**src/rtl/tlac_pkg.sv**
```systemverilog
// ----------------------------------------------------------------------------
// tlac_pkg
// Types, constants and blend arithmetic for the three-layer ARGB compositor.
// ----------------------------------------------------------------------------
`default_nettype none

package tlac_pkg;

   localparam logic [7:0]  CHAN_MAX     = 8'hFF;
   localparam logic [7:0]  OPAQUE_ALPHA = 8'hFF;
   localparam int          ALPHA_SHIFT  = 24;

   // one input item: three layers of one pixel position
   typedef struct packed {
      logic [31:0] back_pixel;
      logic [31:0] fore_pixel;
      logic [31:0] pointer_pixel;
      logic        run_end_in;
   } req_payload_type;

   // one result item
   typedef struct packed {
      logic [31:0] out_pixel;
      logic        run_end_out;
   } rsp_payload_type;

   // per-channel weighted sums before the divide by 255
   typedef struct packed {
      logic [15:0] r;
      logic [15:0] g;
      logic [15:0] b;
   } blend_sums_type;

   // s*a + d*(255-a), at most 65025 so it fits 16 bits
   function automatic logic [15:0] mix_sum(input logic [7:0] s, input logic [7:0] d,
                                           input logic [7:0] a);
      logic [15:0] top_part;
      logic [15:0] low_part;
      top_part = {8'h00, s} * {8'h00, a};
      low_part = {8'h00, d} * {8'h00, CHAN_MAX - a};
      return top_part + low_part;
   endfunction

   // exact x / 255 for x up to 65279: (x + 1 + (x >> 8)) >> 8
   function automatic logic [7:0] div_255(input logic [15:0] x);
      logic [16:0] t;
      t = {1'b0, x} + 17'd1 + {9'b0, x[15:8]};
      return t[15:8];
   endfunction

   // weighted sums of top blended over below, alpha from the top pixel
   function automatic blend_sums_type blend_sums(input logic [31:0] top,
                                                 input logic [31:0] below);
      blend_sums_type sums;
      logic [7:0]     a;
      a      = top[ALPHA_SHIFT +: 8];
      sums.r = mix_sum(top[23:16], below[23:16], a);
      sums.g = mix_sum(top[15:8], below[15:8], a);
      sums.b = mix_sum(top[7:0], below[7:0], a);
      return sums;
   endfunction

   // opaque pixel from the weighted sums
   function automatic logic [31:0] blend_finish(input blend_sums_type sums);
      return {OPAQUE_ALPHA, div_255(sums.r), div_255(sums.g), div_255(sums.b)};
   endfunction

endpackage

`default_nettype wire

```
**src/rtl/three_layer_argb_compositor.sv**
```systemverilog
// Three-layer ARGB8888 compositor: each item carries a background, foreground
// and cursor pixel; the foreground is blended over the background when its
// alpha is nonzero, then the cursor over that when its alpha is nonzero, each
// channel as (s*a + d*(255-a))/255 truncated, alpha forced to 255 once any
// blend applies. One pixel per clock is accepted and delivered while rsp_ready
// is high; a result reaches rsp_valid through the four register stages
// (foreground products, foreground divide, cursor products, cursor divide into
// the output register), the first of which loads at the accepting edge. Each
// stage has its own valid bit and its own load enable, so a stall at rsp_ready
// fills bubbles before holding the input.
`default_nettype none

// ----------------------------------------------------------------------------
// three_layer_argb_compositor
// Four-stage pipelined source-over blend of foreground and cursor layers.
// ----------------------------------------------------------------------------
module three_layer_argb_compositor (
   input  wire                       clock,
   input  wire                       reset,
   input  wire                       req_valid,
   output logic                      req_ready,
   input  tlac_pkg::req_payload_type req_data,
   output logic                      rsp_valid,
   input  wire                       rsp_ready,
   output tlac_pkg::rsp_payload_type rsp_data
);

   // stage valid bits
   logic s1_valid_ff, s2_valid_ff, s3_valid_ff, out_valid_ff;
   // stage load enables
   logic s1_en, s2_en, s3_en, out_en;

   // stage 1: foreground products
   logic [31:0]              s1_back_ff, s1_ptr_ff;
   logic                     s1_end_ff, s1_fore_use_ff;
   tlac_pkg::blend_sums_type s1_sum_ff, s1_sum_in;

   // stage 2: foreground result
   logic [31:0] s2_pix_ff, s2_pix_in, s2_ptr_ff;
   logic        s2_end_ff;

   // stage 3: cursor products
   logic [31:0]              s3_pix_ff;
   logic                     s3_end_ff, s3_ptr_use_ff;
   tlac_pkg::blend_sums_type s3_sum_ff, s3_sum_in;

   // output register
   tlac_pkg::rsp_payload_type out_ff, out_in;

   // a stage loads when it is empty or its successor loads
   assign out_en    = !out_valid_ff || rsp_ready;
   assign s3_en     = !s3_valid_ff || out_en;
   assign s2_en     = !s2_valid_ff || s3_en;
   assign s1_en     = !s1_valid_ff || s2_en;
   assign req_ready = s1_en;
   assign rsp_valid = out_valid_ff;
   assign rsp_data  = out_ff;

   // datapath next values
   always_comb begin
      s1_sum_in          = tlac_pkg::blend_sums(req_data.fore_pixel, req_data.back_pixel);
      s2_pix_in          = s1_fore_use_ff ? tlac_pkg::blend_finish(s1_sum_ff) : s1_back_ff;
      s3_sum_in          = tlac_pkg::blend_sums(s2_ptr_ff, s2_pix_ff);
      out_in.out_pixel   = s3_ptr_use_ff ? tlac_pkg::blend_finish(s3_sum_ff) : s3_pix_ff;
      out_in.run_end_out = s3_end_ff;
   end

   // valid bits
   always_ff @(posedge clock) begin
      if (reset) begin
         s1_valid_ff  <= 1'b0;
         s2_valid_ff  <= 1'b0;
         s3_valid_ff  <= 1'b0;
         out_valid_ff <= 1'b0;
      end else begin
         if (s1_en) s1_valid_ff <= req_valid;
         if (s2_en) s2_valid_ff <= s1_valid_ff;
         if (s3_en) s3_valid_ff <= s2_valid_ff;
         if (out_en) out_valid_ff <= s3_valid_ff;
      end
   end

   // payload registers
   always_ff @(posedge clock) begin
      if (s1_en) begin
         s1_back_ff     <= req_data.back_pixel;
         s1_ptr_ff      <= req_data.pointer_pixel;
         s1_end_ff      <= req_data.run_end_in;
         s1_fore_use_ff <= (req_data.fore_pixel[tlac_pkg::ALPHA_SHIFT +: 8] != 8'h00);
         s1_sum_ff      <= s1_sum_in;
      end
      if (s2_en) begin
         s2_pix_ff <= s2_pix_in;
         s2_ptr_ff <= s1_ptr_ff;
         s2_end_ff <= s1_end_ff;
      end
      if (s3_en) begin
         s3_pix_ff     <= s2_pix_ff;
         s3_end_ff     <= s2_end_ff;
         s3_ptr_use_ff <= (s2_ptr_ff[tlac_pkg::ALPHA_SHIFT +: 8] != 8'h00);
         s3_sum_ff     <= s3_sum_in;
      end
      if (out_en) begin
         out_ff <= out_in;
      end
   end

endmodule

`default_nettype wire

```
**config.mk**
```make
export PLATFORM = sky130hd
export DESIGN_NAME = three_layer_argb_compositor
export DESIGN_NICKNAME = d
export VERILOG_FILES = /design/src/rtl/tlac_pkg.sv /design/src/rtl/three_layer_argb_compositor.sv
export SDC_FILE = /design/constraint.sdc
export NUM_CORES = 2
export LEC_CHECK = 0
export BUFFER_PORTS_ARGS = -buffer_cell sky130_fd_sc_hd__buf_2
export CAP_MARGIN = 20
export CORE_UTILIZATION = 65
export CTS_CLUSTER_SIZE = 28
export DETAILED_ROUTE_END_ITERATION = 8
export PLACE_DENSITY = 0.83
export SETUP_SLACK_MARGIN = 0.5
export SYNTH_ARGS = -nofsm -noshare
export SYNTH_HDL_FRONTEND = slang
export SYNTH_SLANG_ARGS = --single-unit
export TNS_END_PERCENT = 10
```
**constraint.sdc**
```tcl
create_clock -name clock -period 15.25 [get_ports clock]
set_clock_uncertainty 0.1 [all_clocks]
set_input_delay 0.7625 -clock clock [delete_from_list [all_inputs] [get_ports clock]]
set_output_delay 0.7625 -clock clock [all_outputs]
set_load 0.01 [all_outputs]
```
Word-level counts from Yosys, hierarchy flattened
Index checks and enable logic that the tools add are counted.

word-level totals
  memories kept = 0
  RAM bits = 0
  input port bits = 101
  word-level logic and storage cells = 68
  memory bits (read-only) = 0
  output and inout port bits = 35
  register bits after elaboration = 298
  latch bits = 0

operators by class
  mux-type cells = 2
  reductions and logical operators = 10
  multiply operators = 12
  bitwise operators = 0
  magnitude comparators = 0
  equal/unequal tests = 0
  shifts and indexed selects = 0
  divide/modulo/power cells = 0
  $add $sub $neg = 20

operator list
  kind                                            count
  multiplier 8 x 8 -> 16 bit                      12
  adder 16 x 1 -> 16 bit (second input constant)  6
  adder 16 bit                                    6
  adder 16 x 8 -> 16 bit                          6
  2-to-1 mux 24 bit                               2
  nonzero test 8 bit                              2
  subtractor 8 bit (first input constant)         2
  zero test 1 bit                                 4
  logical OR 1 bit                                4

Longest topological paths before layout
  depth in word-level cells = 5
  gate-level depth with buffers = 23
  mapped depth without buffers = 20

Worst setup path before layout
OpenSTA, ideal clock, no wires.

  path type = input to register
  start = input req_data[59] in the netlist's numbering
  end = register s1_sum_ff[47] in the netlist's numbering, data pin
  path buffers = 3
  required time = 14886 ps
  arrival time = 5786 ps
  cell stages on the path = 20
  path slack = 9101 ps
  cells stage by stage = clkbuf_1 -> buf_1 -> nand2_1 -> fa_1 -> fa_1 -> inv_1 -> fa_1 -> fa_1 -> fa_1 -> inv_1 -> fa_1 -> inv_1 -> ha_1 -> clkbuf_1 -> a21o_1 -> a21o_1 -> a31oi_1 -> o21bai_1 -> a221oi_1 -> xnor2_1

RTL lines
  item                  RTL line                           RTL
  start, declared       three_layer_argb_compositor.sv:22  input tlac_pkg::req_payload_type req_data,
  end signal, assigned  three_layer_argb_compositor.sv:90  s1_sum_ff <= s1_sum_in;
  end, declared         three_layer_argb_compositor.sv:36  tlac_pkg::blend_sums_type s1_sum_ff, s1_sum_in;

==> results.txt <==
----------------------------------------------------
[Status]
  Status ... finished, final reports clean

[Placement]
  Pre-CTS setup slack ... 8.46 ns
  Final weighted congestion of routability-driven global placement ... 0.892
  Quantity of I/O buffers inserted on ports ... 135
  Detailed Place HPWL ... 58300 um
  Total instance count after detailed placement ... 4503

[STA]
  Final hold violation count ... 0
  Fin crit period ... 6.31 ns
  Sum of negative setup slack ... 0 ns
  Tcrit/Tclk final ... 41.4%
  Slew Viols, Final ... 0
  Final number of setup-violating endpoints ... 0
  Maximum clock frequency ... 159 MHz
  Post-route setup slack ... 8.94 ns
  Tightest slew margin relative to the limit ... 27.0%
  Pin slew with the least headroom to its limit ... 1.10 ns
  RSZ-0062 raised after global routing ... no

[Clock tree]
  Clk_lat worst skew ... 0.53 ns
  Clock tree from TritonCTS ... built
  Clock slew at the register clock pins of the worst setup and hold paths ... 0.07 ns
  Number of levels the H-tree was split into ... 2
  Num Clock Sinks ... 298
  CTS Root Buffer Type ... clkbuf_16
  Clock buffers created by TritonCTS ... 34
  Number of buffers between clock root and the deepest sink ... 3
  Total of hold buffers inserted after clock tree synthesis ... 0
  Setup Buffers After CTS ... 0
  Resized Gates After CTS ... 0

[Yosys]
  Total of warnings raised by yosys ... 0
  EDFF count, synth ... 294
  Netlist Area Pre-Place ... 0.0380 mm^2
  Synth Register Bits ... 298
  Prevailing post-synth register cell ... edfxtp_1
  Library cells used by synthesis ... 67
  Synth Area in Simple Gates ... 15.2%
  Synthesized-area fraction occupied by ao, oa, aoi and oai cells ... 5.42%
  Proportion of synthesized area in mux cells ... 0.260%
  Synth Area in XOR/XNOR ... 2.63%
  Combinational family with the most area after synthesis ... adder cells
  Post-synthesis area per instance ... 10.3 um^2
  Synthesized instance count ... 3690
  Share of synthesized registers carrying an async set or reset ... 0%
  Post-synthesis adder-cell area fraction ... 44.0%
  Sequential-to-total area share from yosys stat ... 23.4%

[Critical path]
  Critical path startpoint category ... primary input
  Critical Path Source ... req_data[58]
  Arrival @ worst endpoint ... 6.55 ns
  Top delay family on crit path ... adder cells
  Most repeated library cell on the critical path ... fa_1
  Crit path kind ... in2reg
  Bufs and invs on worst path ... 4
  Kind of capture point of the worst setup path ... register
  Slowest CP cell ... buf_2
  Required time of the critical path ... 15.49 ns
  Origin of the critical flop-to-flop path ... s2_ptr_ff[25]$_DFFE_PP_
  Cell breakdown of the critical path ... buf_2, nand2_1, fa_1, fa_1, fa_1, inv_1, fa_1, fa_1, inv_1, fa_1, inv_1, ha_1, a21o_1, a21o_1, a2111oi_2, nor2_1, o311ai_1
  Largest fanout on the critical path ... 49
  Slowest stage delay, CP ... 0.76 ns

[Drt]
  Via total after detailed routing ... 25200
  Average vias per placed instance ... 5.53
  Total length of routed wires ... 76500 um
  Wire length per cell after detailed routing ... 16.8 um
  Detailed Route Iter0 Violations ... 1378
  DRC violations left ... 0
  Antenna violation net count after detailed routing ... 0
  Number of iterations in the first detailed-routing pass ... 8

[Floorplan]
  IO Count ... 136
  Floorplan die width ... 244 um
  Floorplan die height ... 244 um
  Number of rows created at floorplan ... 88
  Core box area ... 0.0577 mm^2
  Initial standard-cell utilization of the core ... 65.9%
  Die Area ... 0.0594 mm^2

[Finish]
  Non-filler instance count after layout ... 4566
  Final nets ... 4865
  # fillers ... 4228
  Area added between synthesis and finish ... 6.57%
  Fraction of final layout cells sized beyond drive strength 1 ... 6.63%

[GRT]
  First-pass GRT wire length ... 131000 um
  Number of antenna violations at the first check in global routing ... 2
  Global router's overall resource usage ... 27.4%
  Vias in the first global route ... 27300
  GRT Residual Overflow ... 0
  Pin count of the biggest net entering global routing ... 83

[Job]
  Number of maximum-capacitance constraint violations ... 0

[Min path]
  Hold Crit Class ... in2reg
  Worst hold path startpoint ... req_data[9]

----------------------------------------------------
==> placed cells by master, fill, tap and decap left out, types with 6 or more instances in the layout <==
cell       synthesis  final
inv_1            815    814
fa_1             576    576
ha_1             414    414
edfxtp_1         294    294
nor2b_1          268    268
nand2_1          215    213
and2_1           212    212
buf_2              1    135
nand2b_1         130    130
a21oi_1           91     91
nor2_1            90     90
xnor2_1           67     67
xor2_1            47     47
o21ai_0           45     45
clkbuf_16          0     35
nand3_1           31     31
a21o_1            27     27
or2_2             22     22
or3_1             17     17
o211ai_1          17     17
nor3_1            16     16
a31oi_1           15     15
buf_4              0     15
a211oi_1          13     13
and3_1            12     12
o21a_1            12     12
nand4_1           12     12
a211o_1           11     11
o21bai_1          11     11
clkbuf_1         104      9
o21ai_1            8      8
nor4_1             8      8
a2111oi_0          7      7
a21oi_2            7      7
mux2_2             7      7
o31ai_1            6      6
conb_1             1      6
==> state kept, by name, indices dropped and copies added (netlist names) <==
signal,cells
s2_ptr_ff,32
s3_end_ff,1
s1_end_ff,1
rsp_valid,1
s3_pix_ff,32
s2_end_ff,1
s2_pix_ff,32
s1_valid_ff,1
rsp_data,33
s3_sum_ff,48
s2_valid_ff,1
s3_valid_ff,1
s1_fore_use_ff,1
s1_back_ff,32
s1_sum_ff,48
s3_ptr_use_ff,1
s1_ptr_ff,32
==> logic make-up after synthesis <==
group / after synthesis
fa+ha+maj: 990
compound gates: 309
mux: 9
xor+xnor: 114
buf+inv: 922
flops: 298
simple gates: 1047
other cells: 1
==> worst reg2reg max path, delay by kind of cell (launching register included) <==
family                   cells  cell delay [ns]
adder cells (fa/ha/maj)      7             3.31
AO/OA/AOI/OAI                4             0.86
buffers and inverters        4             0.66
AND/OR/NAND/NOR              2             0.54
flip-flops                   1             0.31
XOR/XNOR                     1             0.18
==> through the flow <==
| stage | util [%] | hold WS, ns | cell area (um^2) |
|---|---|---|---|
| global route | 70.2 | 0.288 | 40500 |
| CTS | 70.2 | 0.280 | 40500 |
| finish | 70.2 | 0.300 | 40500 |
| detailed placement | 68.3 | 0.305 | 39400 |
| floorplan | - | 0.300 | 38000 |
| global placement | 68.3 | 0.301 | 39400 |
==> cell usage after synthesis, types with 22 or more instances <==
library cell / instances / area [um^2]
o21ai_0: 45 / 225
fa_1: 576 / 11500
a21o_1: 27 / 203
xor2_1: 47 / 412
nor2b_1: 268 / 1680
inv_1: 815 / 3060
or2_2: 22 / 138
a21oi_1: 91 / 455
clkbuf_1: 104 / 390
and2_1: 212 / 1330
nor2_1: 90 / 338
nand3_1: 31 / 155
edfxtp_1: 294 / 8830
ha_1: 414 / 5180
xnor2_1: 67 / 587
nand2b_1: 130 / 813
nand2_1: 215 / 807
==> worst paths after layout <==
path / endpoint / slack, ns / cells after the start
worst max-delay path: s1_sum_ff[30]$_DFFE_PP_ / 8.94 / 17
worst min-delay path: s1_ptr_ff[8]$_DFFE_PP_ / 0.30 / 1
worst max register to register: s3_sum_ff[30]$_DFFE_PP_ / 9.05 / 18
worst min register to register: s3_pix_ff[31]$_DFFE_PP_ / 0.30 / 0
==> per-layer routing <==
layer | wire (um) | part of all wire, % | up-vias | GRT usage (%)
met5 | 0 | 0 | - | 0
met4 | 2150 | 2.8 | 0 | 8.64
met3 | 4470 | 5.8 | 145 | 3.89
met2 | 38900 | 51 | 720 | 47.9
met1 | 31000 | 40 | 12700 | 35.3
li1 | - | - | 11700 | -
==> cell type report <==
class	count	area, um^2	area share [%]
multi-input cells	2475	25700	63.4
flip-flops and latches	298	8910	22.0
inverters	815	3060	7.55
well taps	765	957	2.36
clock buffers	47	951	2.35
repair buffers	150	788	1.95
clock inverters	14	166	0.411
diodes	2	5.00	0.0124
Power is left out: the tool's default activity adds up to more than one toggle a clock period on the data nets, which glitch-free logic cannot reach.
